<file path="src/salsl_pkg.sv">
`default_nettype none

package salsl_pkg;

    localparam int STATE_W    = 32;
    localparam int STATE_FRAC = 28;
    localparam int MW         = 34;
    localparam int DW         = 40;
    localparam int CFG_IDX_W  = 2;
    localparam int RST_THR_W  = 23;

    localparam logic [CFG_IDX_W-1:0] REG_FIRST_COEF  = 2'd0;
    localparam logic [CFG_IDX_W-1:0] REG_SMOOTH_COEF = 2'd1;
    localparam logic [CFG_IDX_W-1:0] REG_SLEW_THR    = 2'd2;

    localparam longint RST_FIRST_COEF  = 6408326;
    localparam longint RST_SMOOTH_COEF = 49493;
    localparam longint RST_SLEW_THR    = 3204163;

    localparam logic [1:0] FIRST_STAGE = 2'd0;
    localparam logic [1:0] LAST_STAGE  = 2'd2;

    typedef enum logic [3:0] {
        OP_NONE,
        OP_LOAD,
        OP_DIFF,
        OP_MUL,
        OP_ACC,
        OP_HP,
        OP_CLAMP,
        OP_CONV,
        OP_EMIT
    } op_t;

    typedef struct packed {
        logic       capture;
        op_t        op;
        logic       ch;
        logic [1:0] stage;
    } ctrl_cmd_t;

    typedef struct packed {
        logic out_stall;
    } dp_status_t;

endpackage

`default_nettype wire

</file>
<file path="src/salsl_ctrl.sv">
`default_nettype none

module salsl_ctrl
    import salsl_pkg::*;
(
    input  logic       clk,
    input  logic       rst_n,
    input  logic       s_tvalid,
    output logic       s_tready,
    output ctrl_cmd_t  cmd,
    input  dp_status_t status
);

    typedef enum logic [8:0] {
        ST_IDLE  = 9'b000000001,
        ST_LOAD  = 9'b000000010,
        ST_DIFF  = 9'b000000100,
        ST_MUL   = 9'b000001000,
        ST_ACC   = 9'b000010000,
        ST_HP    = 9'b000100000,
        ST_CLAMP = 9'b001000000,
        ST_CONV  = 9'b010000000,
        ST_EMIT  = 9'b100000000
    } state_t;

    state_t     state_reg;
    state_t     state_next;
    logic       ch_reg;
    logic       ch_next;
    logic [1:0] stage_reg;
    logic [1:0] stage_next;

    always_comb
    begin
        state_next  = state_reg;
        ch_next     = ch_reg;
        stage_next  = stage_reg;
        cmd.op      = OP_NONE;
        cmd.capture = (state_reg == ST_IDLE) && s_tvalid;
        cmd.ch      = ch_reg;
        cmd.stage   = stage_reg;
        case (state_reg)
            ST_IDLE:
            begin
                if (s_tvalid)
                begin
                    state_next = ST_LOAD;
                    ch_next    = 1'b0;
                end
            end
            ST_LOAD:
            begin
                cmd.op     = OP_LOAD;
                stage_next = FIRST_STAGE;
                state_next = ST_DIFF;
            end
            ST_DIFF:
            begin
                cmd.op     = OP_DIFF;
                state_next = ST_MUL;
            end
            ST_MUL:
            begin
                cmd.op     = OP_MUL;
                state_next = ST_ACC;
            end
            ST_ACC:
            begin
                cmd.op = OP_ACC;
                if (stage_reg == LAST_STAGE)
                begin
                    state_next = ST_HP;
                end
                else
                begin
                    stage_next = stage_reg + 2'd1;
                    state_next = ST_DIFF;
                end
            end
            ST_HP:
            begin
                cmd.op     = OP_HP;
                state_next = ST_CLAMP;
            end
            ST_CLAMP:
            begin
                cmd.op     = OP_CLAMP;
                state_next = ST_CONV;
            end
            ST_CONV:
            begin
                cmd.op = OP_CONV;
                if (ch_reg)
                begin
                    state_next = ST_EMIT;
                end
                else
                begin
                    ch_next    = 1'b1;
                    state_next = ST_LOAD;
                end
            end
            ST_EMIT:
            begin
                cmd.op = OP_EMIT;
                if (!status.out_stall)
                begin
                    state_next = ST_IDLE;
                end
            end
            default:
            begin
                state_next = ST_IDLE;
            end
        endcase
    end

    assign s_tready = (state_reg == ST_IDLE);

    always_ff @(posedge clk or negedge rst_n)
    begin
        if (!rst_n)
        begin
            state_reg <= ST_IDLE;
            ch_reg    <= 1'b0;
            stage_reg <= FIRST_STAGE;
        end
        else
        begin
            state_reg <= state_next;
            ch_reg    <= ch_next;
            stage_reg <= stage_next;
        end
    end

endmodule

`default_nettype wire

</file>
<file path="src/salsl_dpath.sv">
`default_nettype none

module salsl_dpath
    import salsl_pkg::*;
#(
    parameter int SAMPLE_BITS = 24,
    parameter int COEF_BITS   = 24,
    parameter int CFG_W       = 25,
    parameter int IO_W        = 48
)
(
    input  logic                 clk,
    input  logic                 rst_n,
    input  ctrl_cmd_t            cmd,
    output dp_status_t           status,
    input  logic [IO_W-1:0]      s_tdata,
    input  logic                 cfg_we,
    input  logic [CFG_IDX_W-1:0] cfg_index,
    input  logic [CFG_W-1:0]     cfg_data,
    output logic                 m_tvalid,
    input  logic                 m_tready,
    output logic [IO_W-1:0]      m_tdata
);

    localparam int CW    = COEF_BITS + 1;
    localparam int PW    = MW + CW + 1;
    localparam int THR_W = (SAMPLE_BITS - 1 > RST_THR_W) ? SAMPLE_BITS - 1 : RST_THR_W;
    localparam int UP    = (STATE_FRAC >= SAMPLE_BITS - 1) ? STATE_FRAC - (SAMPLE_BITS - 1) : 0;
    localparam int DN    = (STATE_FRAC < SAMPLE_BITS - 1) ? (SAMPLE_BITS - 1) - STATE_FRAC : 0;

    localparam logic [CW-1:0] COEF_ONE = {1'b1, {COEF_BITS{1'b0}}};
    localparam logic [CW-1:0] RST_C1 =
        (RST_FIRST_COEF > (longint'(1) << COEF_BITS)) ? COEF_ONE : CW'(RST_FIRST_COEF);
    localparam logic [CW-1:0] RST_C2 =
        (RST_SMOOTH_COEF > (longint'(1) << COEF_BITS)) ? COEF_ONE : CW'(RST_SMOOTH_COEF);
    localparam logic [THR_W-1:0] RST_THR = THR_W'(RST_SLEW_THR);

    localparam logic signed [PW-1:0] HALF = PW'(longint'(1) << (COEF_BITS - 1));
    localparam logic signed [DW-1:0] RND =
        DW'((UP > 0) ? (longint'(1) << ((UP > 0) ? UP - 1 : 0)) : longint'(0));
    localparam logic signed [DW-1:0] SMAX = DW'((longint'(1) << (SAMPLE_BITS - 1)) - 1);
    localparam logic signed [DW-1:0] SMIN = -SMAX - DW'(1);
    localparam logic signed [DW-1:0] I32MAX = DW'(longint'(2147483647));
    localparam logic signed [DW-1:0] I32MIN = -I32MAX - DW'(1);

    logic [CW-1:0]    c1_reg;
    logic [CW-1:0]    c2_reg;
    logic [THR_W-1:0] thr_reg;

    logic signed [STATE_W-1:0] bank_reg [2][3][2];
    logic signed [STATE_W-1:0] prev_reg [2];
    logic                      bank_sel_reg;
    logic                      out_valid_reg;
    logic [IO_W-1:0]           out_data_reg;

    logic signed [SAMPLE_BITS-1:0] samp_reg [2];
    logic signed [SAMPLE_BITS-1:0] res_reg [2];
    logic signed [DW-1:0]          dry_reg;
    logic signed [STATE_W-1:0]     acc_reg;
    logic signed [STATE_W-1:0]     a_reg;
    logic signed [STATE_W-1:0]     y_reg;
    logic signed [MW-1:0]          d_reg;
    logic signed [PW-1:0]          prod_reg;
    logic signed [DW-1:0]          hp_reg;
    logic signed [DW-1:0]          hi_reg;
    logic signed [DW-1:0]          lo_reg;
    logic signed [STATE_W-1:0]     hpc_reg;

    logic                          sel;
    logic                          emit_fire;
    logic [CW-1:0]                 c_wr;
    logic signed [SAMPLE_BITS-1:0] samp;
    logic signed [DW-1:0]          dry_w;
    logic signed [DW-1:0]          x_full;
    logic signed [STATE_W-1:0]     y_rd;
    logic signed [MW-1:0]          d_w;
    logic [CW-1:0]                 c_sel;
    logic signed [PW-1:0]          prod_w;
    logic signed [PW-1:0]          r_full;
    logic signed [MW-1:0]          acc_sum;
    logic signed [STATE_W-1:0]     new_val;
    logic signed [DW-1:0]          thr_int;
    logic signed [DW-1:0]          clamp_w;
    logic signed [STATE_W-1:0]     sat32_w;
    logic signed [DW-1:0]          conv_full;
    logic signed [DW-1:0]          conv_sat;

    assign sel       = ~bank_sel_reg;
    assign emit_fire = (cmd.op == OP_EMIT) && !status.out_stall;

    assign status.out_stall = out_valid_reg && !m_tready;
    assign m_tvalid         = out_valid_reg;
    assign m_tdata          = out_data_reg;

    // coefficients above one are held at exactly one
    assign c_wr = (cfg_data[CW-1:0] > COEF_ONE) ? COEF_ONE : cfg_data[CW-1:0];

    always_comb
    begin
        samp     = cmd.ch ? samp_reg[1] : samp_reg[0];
        dry_w    = (DW'(samp) <<< UP) >>> DN;
        x_full   = (dry_w + DW'(prev_reg[cmd.ch])) >>> 1;
        y_rd     = bank_reg[cmd.ch][cmd.stage][sel];
        d_w      = MW'(acc_reg) - MW'(y_rd);
        c_sel    = (cmd.stage == FIRST_STAGE) ? c1_reg : c2_reg;
        prod_w   = PW'(d_reg) * PW'($signed({1'b0, c_sel}));
        r_full   = (prod_reg + HALF) >>> COEF_BITS;
        acc_sum  = MW'(y_reg) + $signed(r_full[MW-1:0]);
        new_val  = $signed(acc_sum[STATE_W-1:0]);
        thr_int  = (DW'($signed({1'b0, thr_reg})) <<< UP) >>> DN;

        if (hp_reg > hi_reg)
        begin
            clamp_w = hi_reg;
        end
        else if (hp_reg < lo_reg)
        begin
            clamp_w = lo_reg;
        end
        else
        begin
            clamp_w = hp_reg;
        end

        if (clamp_w > I32MAX)
        begin
            sat32_w = $signed(I32MAX[STATE_W-1:0]);
        end
        else if (clamp_w < I32MIN)
        begin
            sat32_w = $signed(I32MIN[STATE_W-1:0]);
        end
        else
        begin
            sat32_w = $signed(clamp_w[STATE_W-1:0]);
        end

        // round half up, back to sample format
        conv_full = ((DW'(hpc_reg) + RND) >>> UP) <<< DN;
        if (conv_full > SMAX)
        begin
            conv_sat = SMAX;
        end
        else if (conv_full < SMIN)
        begin
            conv_sat = SMIN;
        end
        else
        begin
            conv_sat = conv_full;
        end
    end

    always_ff @(posedge clk or negedge rst_n)
    begin
        if (!rst_n)
        begin
            c1_reg        <= RST_C1;
            c2_reg        <= RST_C2;
            thr_reg       <= RST_THR;
            bank_sel_reg  <= 1'b1;
            out_valid_reg <= 1'b0;
            for (int i = 0; i < 2; i++)
            begin
                prev_reg[i] <= '0;
                for (int j = 0; j < 3; j++)
                begin
                    for (int k = 0; k < 2; k++)
                    begin
                        bank_reg[i][j][k] <= '0;
                    end
                end
            end
        end
        else
        begin
            if (cfg_we)
            begin
                case (cfg_index)
                    REG_FIRST_COEF:  c1_reg <= c_wr;
                    REG_SMOOTH_COEF: c2_reg <= c_wr;
                    REG_SLEW_THR:    thr_reg <= THR_W'(cfg_data[SAMPLE_BITS-2:0]);
                    default:         ;
                endcase
            end
            if (cmd.op == OP_ACC)
            begin
                bank_reg[cmd.ch][cmd.stage][sel] <= new_val;
            end
            if (cmd.op == OP_CLAMP)
            begin
                prev_reg[cmd.ch] <= sat32_w;
            end
            if (emit_fire)
            begin
                out_valid_reg <= 1'b1;
                bank_sel_reg  <= ~bank_sel_reg;
            end
            else if (m_tready)
            begin
                out_valid_reg <= 1'b0;
            end
        end
    end

    always_ff @(posedge clk)
    begin
        if (cmd.capture)
        begin
            samp_reg[0] <= $signed(s_tdata[SAMPLE_BITS-1:0]);
            samp_reg[1] <= $signed(s_tdata[2*SAMPLE_BITS-1:SAMPLE_BITS]);
        end
        case (cmd.op)
            OP_LOAD:
            begin
                dry_reg <= dry_w;
                acc_reg <= $signed(x_full[STATE_W-1:0]);
            end
            OP_DIFF:
            begin
                y_reg <= y_rd;
                d_reg <= d_w;
            end
            OP_MUL:
            begin
                prod_reg <= prod_w;
            end
            OP_ACC:
            begin
                acc_reg <= new_val;
                if (cmd.stage == FIRST_STAGE)
                begin
                    a_reg <= new_val;
                end
            end
            OP_HP:
            begin
                hp_reg <= dry_reg - DW'(acc_reg);
                hi_reg <= DW'(a_reg) + thr_int;
                lo_reg <= DW'(a_reg) - thr_int;
            end
            OP_CLAMP:
            begin
                hpc_reg <= sat32_w;
            end
            OP_CONV:
            begin
                res_reg[cmd.ch] <= $signed(conv_sat[SAMPLE_BITS-1:0]);
            end
            default:
            begin
            end
        endcase
        if (emit_fire)
        begin
            out_data_reg <= IO_W'({res_reg[1], res_reg[0]});
        end
    end

endmodule

`default_nettype wire

</file>
<file path="src/stereo_alternating_lowpass_slew_limiter_top.sv">
// channel   dir  signals                               contents
// s_axis    in   s_tvalid s_tready s_tdata             one stereo sample pair
// m_axis    out  m_tvalid m_tready m_tdata             one processed stereo pair
// cfg       in   cfg_valid cfg_ready cfg_index cfg_data  coefficient and threshold writes
//
// each pair runs through an accept step, then per channel (load, three filter stages of
// diff / multiply / accumulate on one shared multiplier, highpass, clamp, convert) and a
// final step to load the output register
// reset clears all filter banks and previous outputs at once and selects the first bank
// a new pair is taken while the last result still waits; a stalled output holds the
// block in its final cycle until the transaction completes
// cfg_ready is always high
`default_nettype none

module stereo_alternating_lowpass_slew_limiter_top
    import salsl_pkg::*;
#(
    parameter  int SAMPLE_BITS = 24,
    parameter  int COEF_BITS   = 24,
    localparam int CFG_W = (COEF_BITS + 1 > SAMPLE_BITS - 1) ? COEF_BITS + 1 : SAMPLE_BITS - 1,
    localparam int IO_W  = ((2 * SAMPLE_BITS + 7) / 8) * 8
)
(
    input  logic                 clk,
    input  logic                 rst_n,
    input  logic                 s_tvalid,
    output logic                 s_tready,
    input  logic [IO_W-1:0]      s_tdata,    // left_sample, right_sample
    output logic                 m_tvalid,
    input  logic                 m_tready,
    output logic [IO_W-1:0]      m_tdata,    // left_out, right_out
    input  logic                 cfg_valid,
    output logic                 cfg_ready,
    input  logic [CFG_IDX_W-1:0] cfg_index,
    input  logic [CFG_W-1:0]     cfg_data
);

    ctrl_cmd_t  cmd;
    dp_status_t status;

    assign cfg_ready = 1'b1;

    salsl_ctrl u_ctrl
    (
        .clk      (clk),
        .rst_n    (rst_n),
        .s_tvalid (s_tvalid),
        .s_tready (s_tready),
        .cmd      (cmd),
        .status   (status)
    );

    salsl_dpath
    #(
        .SAMPLE_BITS (SAMPLE_BITS),
        .COEF_BITS   (COEF_BITS),
        .CFG_W       (CFG_W),
        .IO_W        (IO_W)
    )
    u_dpath
    (
        .clk       (clk),
        .rst_n     (rst_n),
        .cmd       (cmd),
        .status    (status),
        .s_tdata   (s_tdata),
        .cfg_we    (cfg_valid && cfg_ready),
        .cfg_index (cfg_index),
        .cfg_data  (cfg_data),
        .m_tvalid  (m_tvalid),
        .m_tready  (m_tready),
        .m_tdata   (m_tdata)
    );

`ifndef SYNTH
    a_busy_after_accept: assert property (@(posedge clk) disable iff (!rst_n)
        s_tvalid && s_tready |=> !s_tready)
        else $error("input taken again right after a transaction");

    a_valid_from_emit: assert property (@(posedge clk) disable iff (!rst_n)
        $rose(m_tvalid) |-> $past(cmd.op == OP_EMIT))
        else $error("output valid rose without an emit step");

    a_emit_holds: assert property (@(posedge clk) disable iff (!rst_n)
        (cmd.op == OP_EMIT) && status.out_stall |=> (cmd.op == OP_EMIT))
        else $error("emit step left while output stalled");
`endif

endmodule

`default_nettype wire

</file>
<file path="config.mk">
export PLATFORM = sky130hd
export DESIGN_NAME = stereo_alternating_lowpass_slew_limiter_top
export DESIGN_NICKNAME = d
export VERILOG_FILES = /design/src/salsl_pkg.sv /design/src/salsl_ctrl.sv /design/src/salsl_dpath.sv /design/src/stereo_alternating_lowpass_slew_limiter_top.sv
export SDC_FILE = /design/constraint.sdc
export NUM_CORES = 2
export LEC_CHECK = 0
export ABC_AREA = 1
export BUFFER_PORTS_ARGS = -buffer_cell sky130_fd_sc_hd__buf_4
export CAP_MARGIN = 5
export CORE_UTILIZATION = 50
export CTS_BUF_LIST = sky130_fd_sc_hd__clkbuf_4
export DETAILED_ROUTE_END_ITERATION = 6
export MAX_ROUTING_LAYER = met4
export PLACE_DENSITY_LB_ADDON = 0.08
export SLEW_MARGIN = 30
export SYNTH_ARGS = -nofsm -noshare
export SYNTH_HDL_FRONTEND = slang
export SYNTH_HIERARCHICAL = 1
export SYNTH_SLANG_ARGS = --single-unit
export TNS_END_PERCENT = 1
</file>
<file path="constraint.sdc">
create_clock -name clk -period 20.6 [get_ports clk]
set_clock_uncertainty 0.1 [all_clocks]
set_input_delay 2.06 -clock clk [delete_from_list [all_inputs] [get_ports clk]]
set_output_delay 2.06 -clock clk [all_outputs]
set_load 0.01 [all_outputs]
</file>
==> key figures <==
Status
  • Outcome: complete, no violations

Placed design
  • Post-placement cell area: 81900 µm²
  • Final HPWL DP: 198000 µm
  • Pre-CTS WS: 11.62 ns
  • Port bufs: 129
  • Final Wtd Congestion: 1.03

Critical path
  • Crit path max-delay cell type: nor4_1
  • Worst reg2reg path depth: 29
  • Bufs and invs on worst path: 8
  • CP arrival: 10.02 ns
  • Largest stage delay, worst path: 0.68 ns
  • RR Endpoint: u_dpath/prod_reg[55]
  • Worst-path maximum fanout: 29
  • Startpoint Class: flop
  • Critical path type: flop to flop
  • R2R setup slack: 11.47 ns
  • Worst EP required: 21.49 ns
  • CP delay by family, top: adder cells
  • Most common cell on crit path: fa_1
  • RR Startpoint: u_ctrl/stage_reg[1]
  • Crit path capture type: flop

Clock tree
  • H-Tree Depth: 5
  • CTS buffer count: 290
  • CTS Sinks: 984
  • CTS hold repair buffers: 0
  • Clock transition at path regs: 0.07 ns
  • Post_cts resized: 0
  • Post-CTS Setup Inserts: 0
  • CTS tree: yes
  • Maximum clock path buffer count: 4
  • Root buffer cell: clkbuf_4
  • Clk_lat worst skew: 1.31 ns

Synthesis
  • Multiplexer area fraction after synthesis: 0.000269
  • Main synth FF type: dfrtp_1
  • Post-synthesis xor/xnor area fraction: 0.0242
  • Yosys reg bits: 984
  • Synth top area share: 0.209
  • Simple-gate share of the synthesized area: 0.175
  • Synth area leader: fa_1
  • Syn Area/Cell: 8.66 µm²
  • Top post-synthesis cells by area: fa_1 21%, edfxtp_1 17%, dfrtp_1 16%
  • Mapped Area: 79000 µm²
  • Count of cell types in the netlist: 70
  • Synth Warn #: 6
  • Post-synth EDFFs: 451
  • Largest family of logic cells by synthesized area: adder cells
  • Adder-cell share of the synthesized area: 0.269
  • Ys async rst share: 0.542
  • Register area share after synthesis: 0.341
  • Syn nets: 10400
  • Compound-Gate Fraction of Synth Area: 0.0984
  • Gate count of the mapped netlist: 9121

Route
  • DRC Markers: 0
  • Routed vias/inst: 5.56
  • Antenna-violating nets left: 0
  • Initial DRC count: 5739
  • DR vias: 63900
  • Iteration count of the initial detailed-routing pass: 5
  • Final WL: 265000 µm
  • Per-cell routed wire length: 23.0 µm

Floorplan
  • Die area: 160000 µm²
  • Die H: 399 µm
  • Core footprint: 157000 µm²
  • Initial Utilization: 0.504
  • Die Width: 399 µm
  • # rows: 145
  • # IOs: 131

Layout
  • # nets final: 10500
  • Max reg flops: 384
  • Area Overhead vs Synth: 8.27%
  • Layout cell share with drive strength beyond 1: 0.0932
  • Most frequent cells in the layout: 1981 x nand2_1, 1467 x inv_1, 969 x nor2_1
  • Commonest non-fill, non-tap cell in the layout: nand2_1
  • Fin area: 85500 µm²

Hold path
  • Cell count of the worst hold path: 0
  • HP Start: u_dpath/res_reg[0][2]
  • Worst min path class: flop to flop
  • WHS Endpoint: u_dpath/m_tdata[2]

Timing
  • Fmax achieved: 0.110 GHz
  • Final min period: 9.13 ns
  • Final hold slack: 0.272 ns
  • RSZ-0062 raised after global routing: no
  • PnR worst setup slack: 11.47 ns
  • Final setup viols: 0
  • Measured slew at the worst slew-check pin: 1.07 ns
  • Relative slew slack: 0.283
  • Final Cycle Share: 0.443
  • Final hold vios: 0
  • Final TNS setup: 0 ns
  • Slew Viols, Final: 0

Run
  • Max-cap check violation count: 0

Global route
  • Vias in the first global route: 64200
  • Total grt overflow: 0
  • Initial antenna violation count: 6
  • Tot GR Track Use: 0.349
  • First-pass GRT wire length: 401000 µm
  • Pin count of the biggest net entering global routing: 162
==> cell usage after synthesis (all sizes together) (17+ instances only) <==
cell    instances
nand2        2004
inv          1500
nor2          995
fa            823
o21ai         733
dfrtp         506
edfxtp        451
ha            379
a21oi         374
clkbuf        315
nand3         209
xor2          169
buf            78
a221oi         68
nor3           60
nand4          50
xnor2          49
or2            47
o211ai         41
nor4           35
o221ai         33
o22ai          30
dfstp          27
o21bai         24
a31oi          22
clkinv         22
o21a           17
==> through the flow <==
step / util / instances
2_1_floorplan: - / 9121
3_3_place_gp: 0.523 / 11000
3_5_place_dp: 0.523 / 11000
4_1_cts: 0.546 / 11500
5_1_grt: 0.546 / 11500
6_report: 0.546 / 11500
==> worst max path at each step <==
stage                        start  slack, ns                   end  cells after the start
2_1_floorplan  u_ctrl/stage_reg[1]      13.08  u_dpath/prod_reg[54]                     29
3_3_place_gp   u_ctrl/stage_reg[1]      10.16  u_dpath/prod_reg[39]                     23
3_5_place_dp   u_ctrl/stage_reg[0]      11.62  u_dpath/prod_reg[44]                     29
4_1_cts        u_ctrl/stage_reg[0]      11.61  u_dpath/prod_reg[55]                     28
5_1_grt        u_ctrl/stage_reg[0]      11.20  u_dpath/prod_reg[44]                     29
6_report       u_ctrl/stage_reg[1]      11.47  u_dpath/prod_reg[55]                     29
==> area by class of cell <==
cell class	instances	area, µm²
Timing Repair Buffer	232	1820
Tap cell	2058	2570
Clock inverter	78	495
Fill cell	14800	71100
Sequential cell	984	26900
Clock buffer	404	3030
Antenna cell	9	22.5
Multi-Input combinational cell	6222	44900
Inverter	1522	5730
==> cells by family after synthesis <==
logic type	count (synthesis)
simple gates	3416
buf+inv	1915
compound gates	1383
fa+ha+maj	1202
flops	984
xor+xnor	218
mux	2
other cells	1
==> layer usage <==
metal  track usage  vias to the layer above  share of wire
li1              -                    29100              -
met1         0.487                    31600           0.44
met2         0.509                     2645           0.44
met3        0.0578                      557          0.077
met4         0.136                        0          0.040
met5             -                        -              0
Power is left out: the tool's default activity adds up to more than one toggle a clock period on the data nets, which glitch-free logic cannot reach.
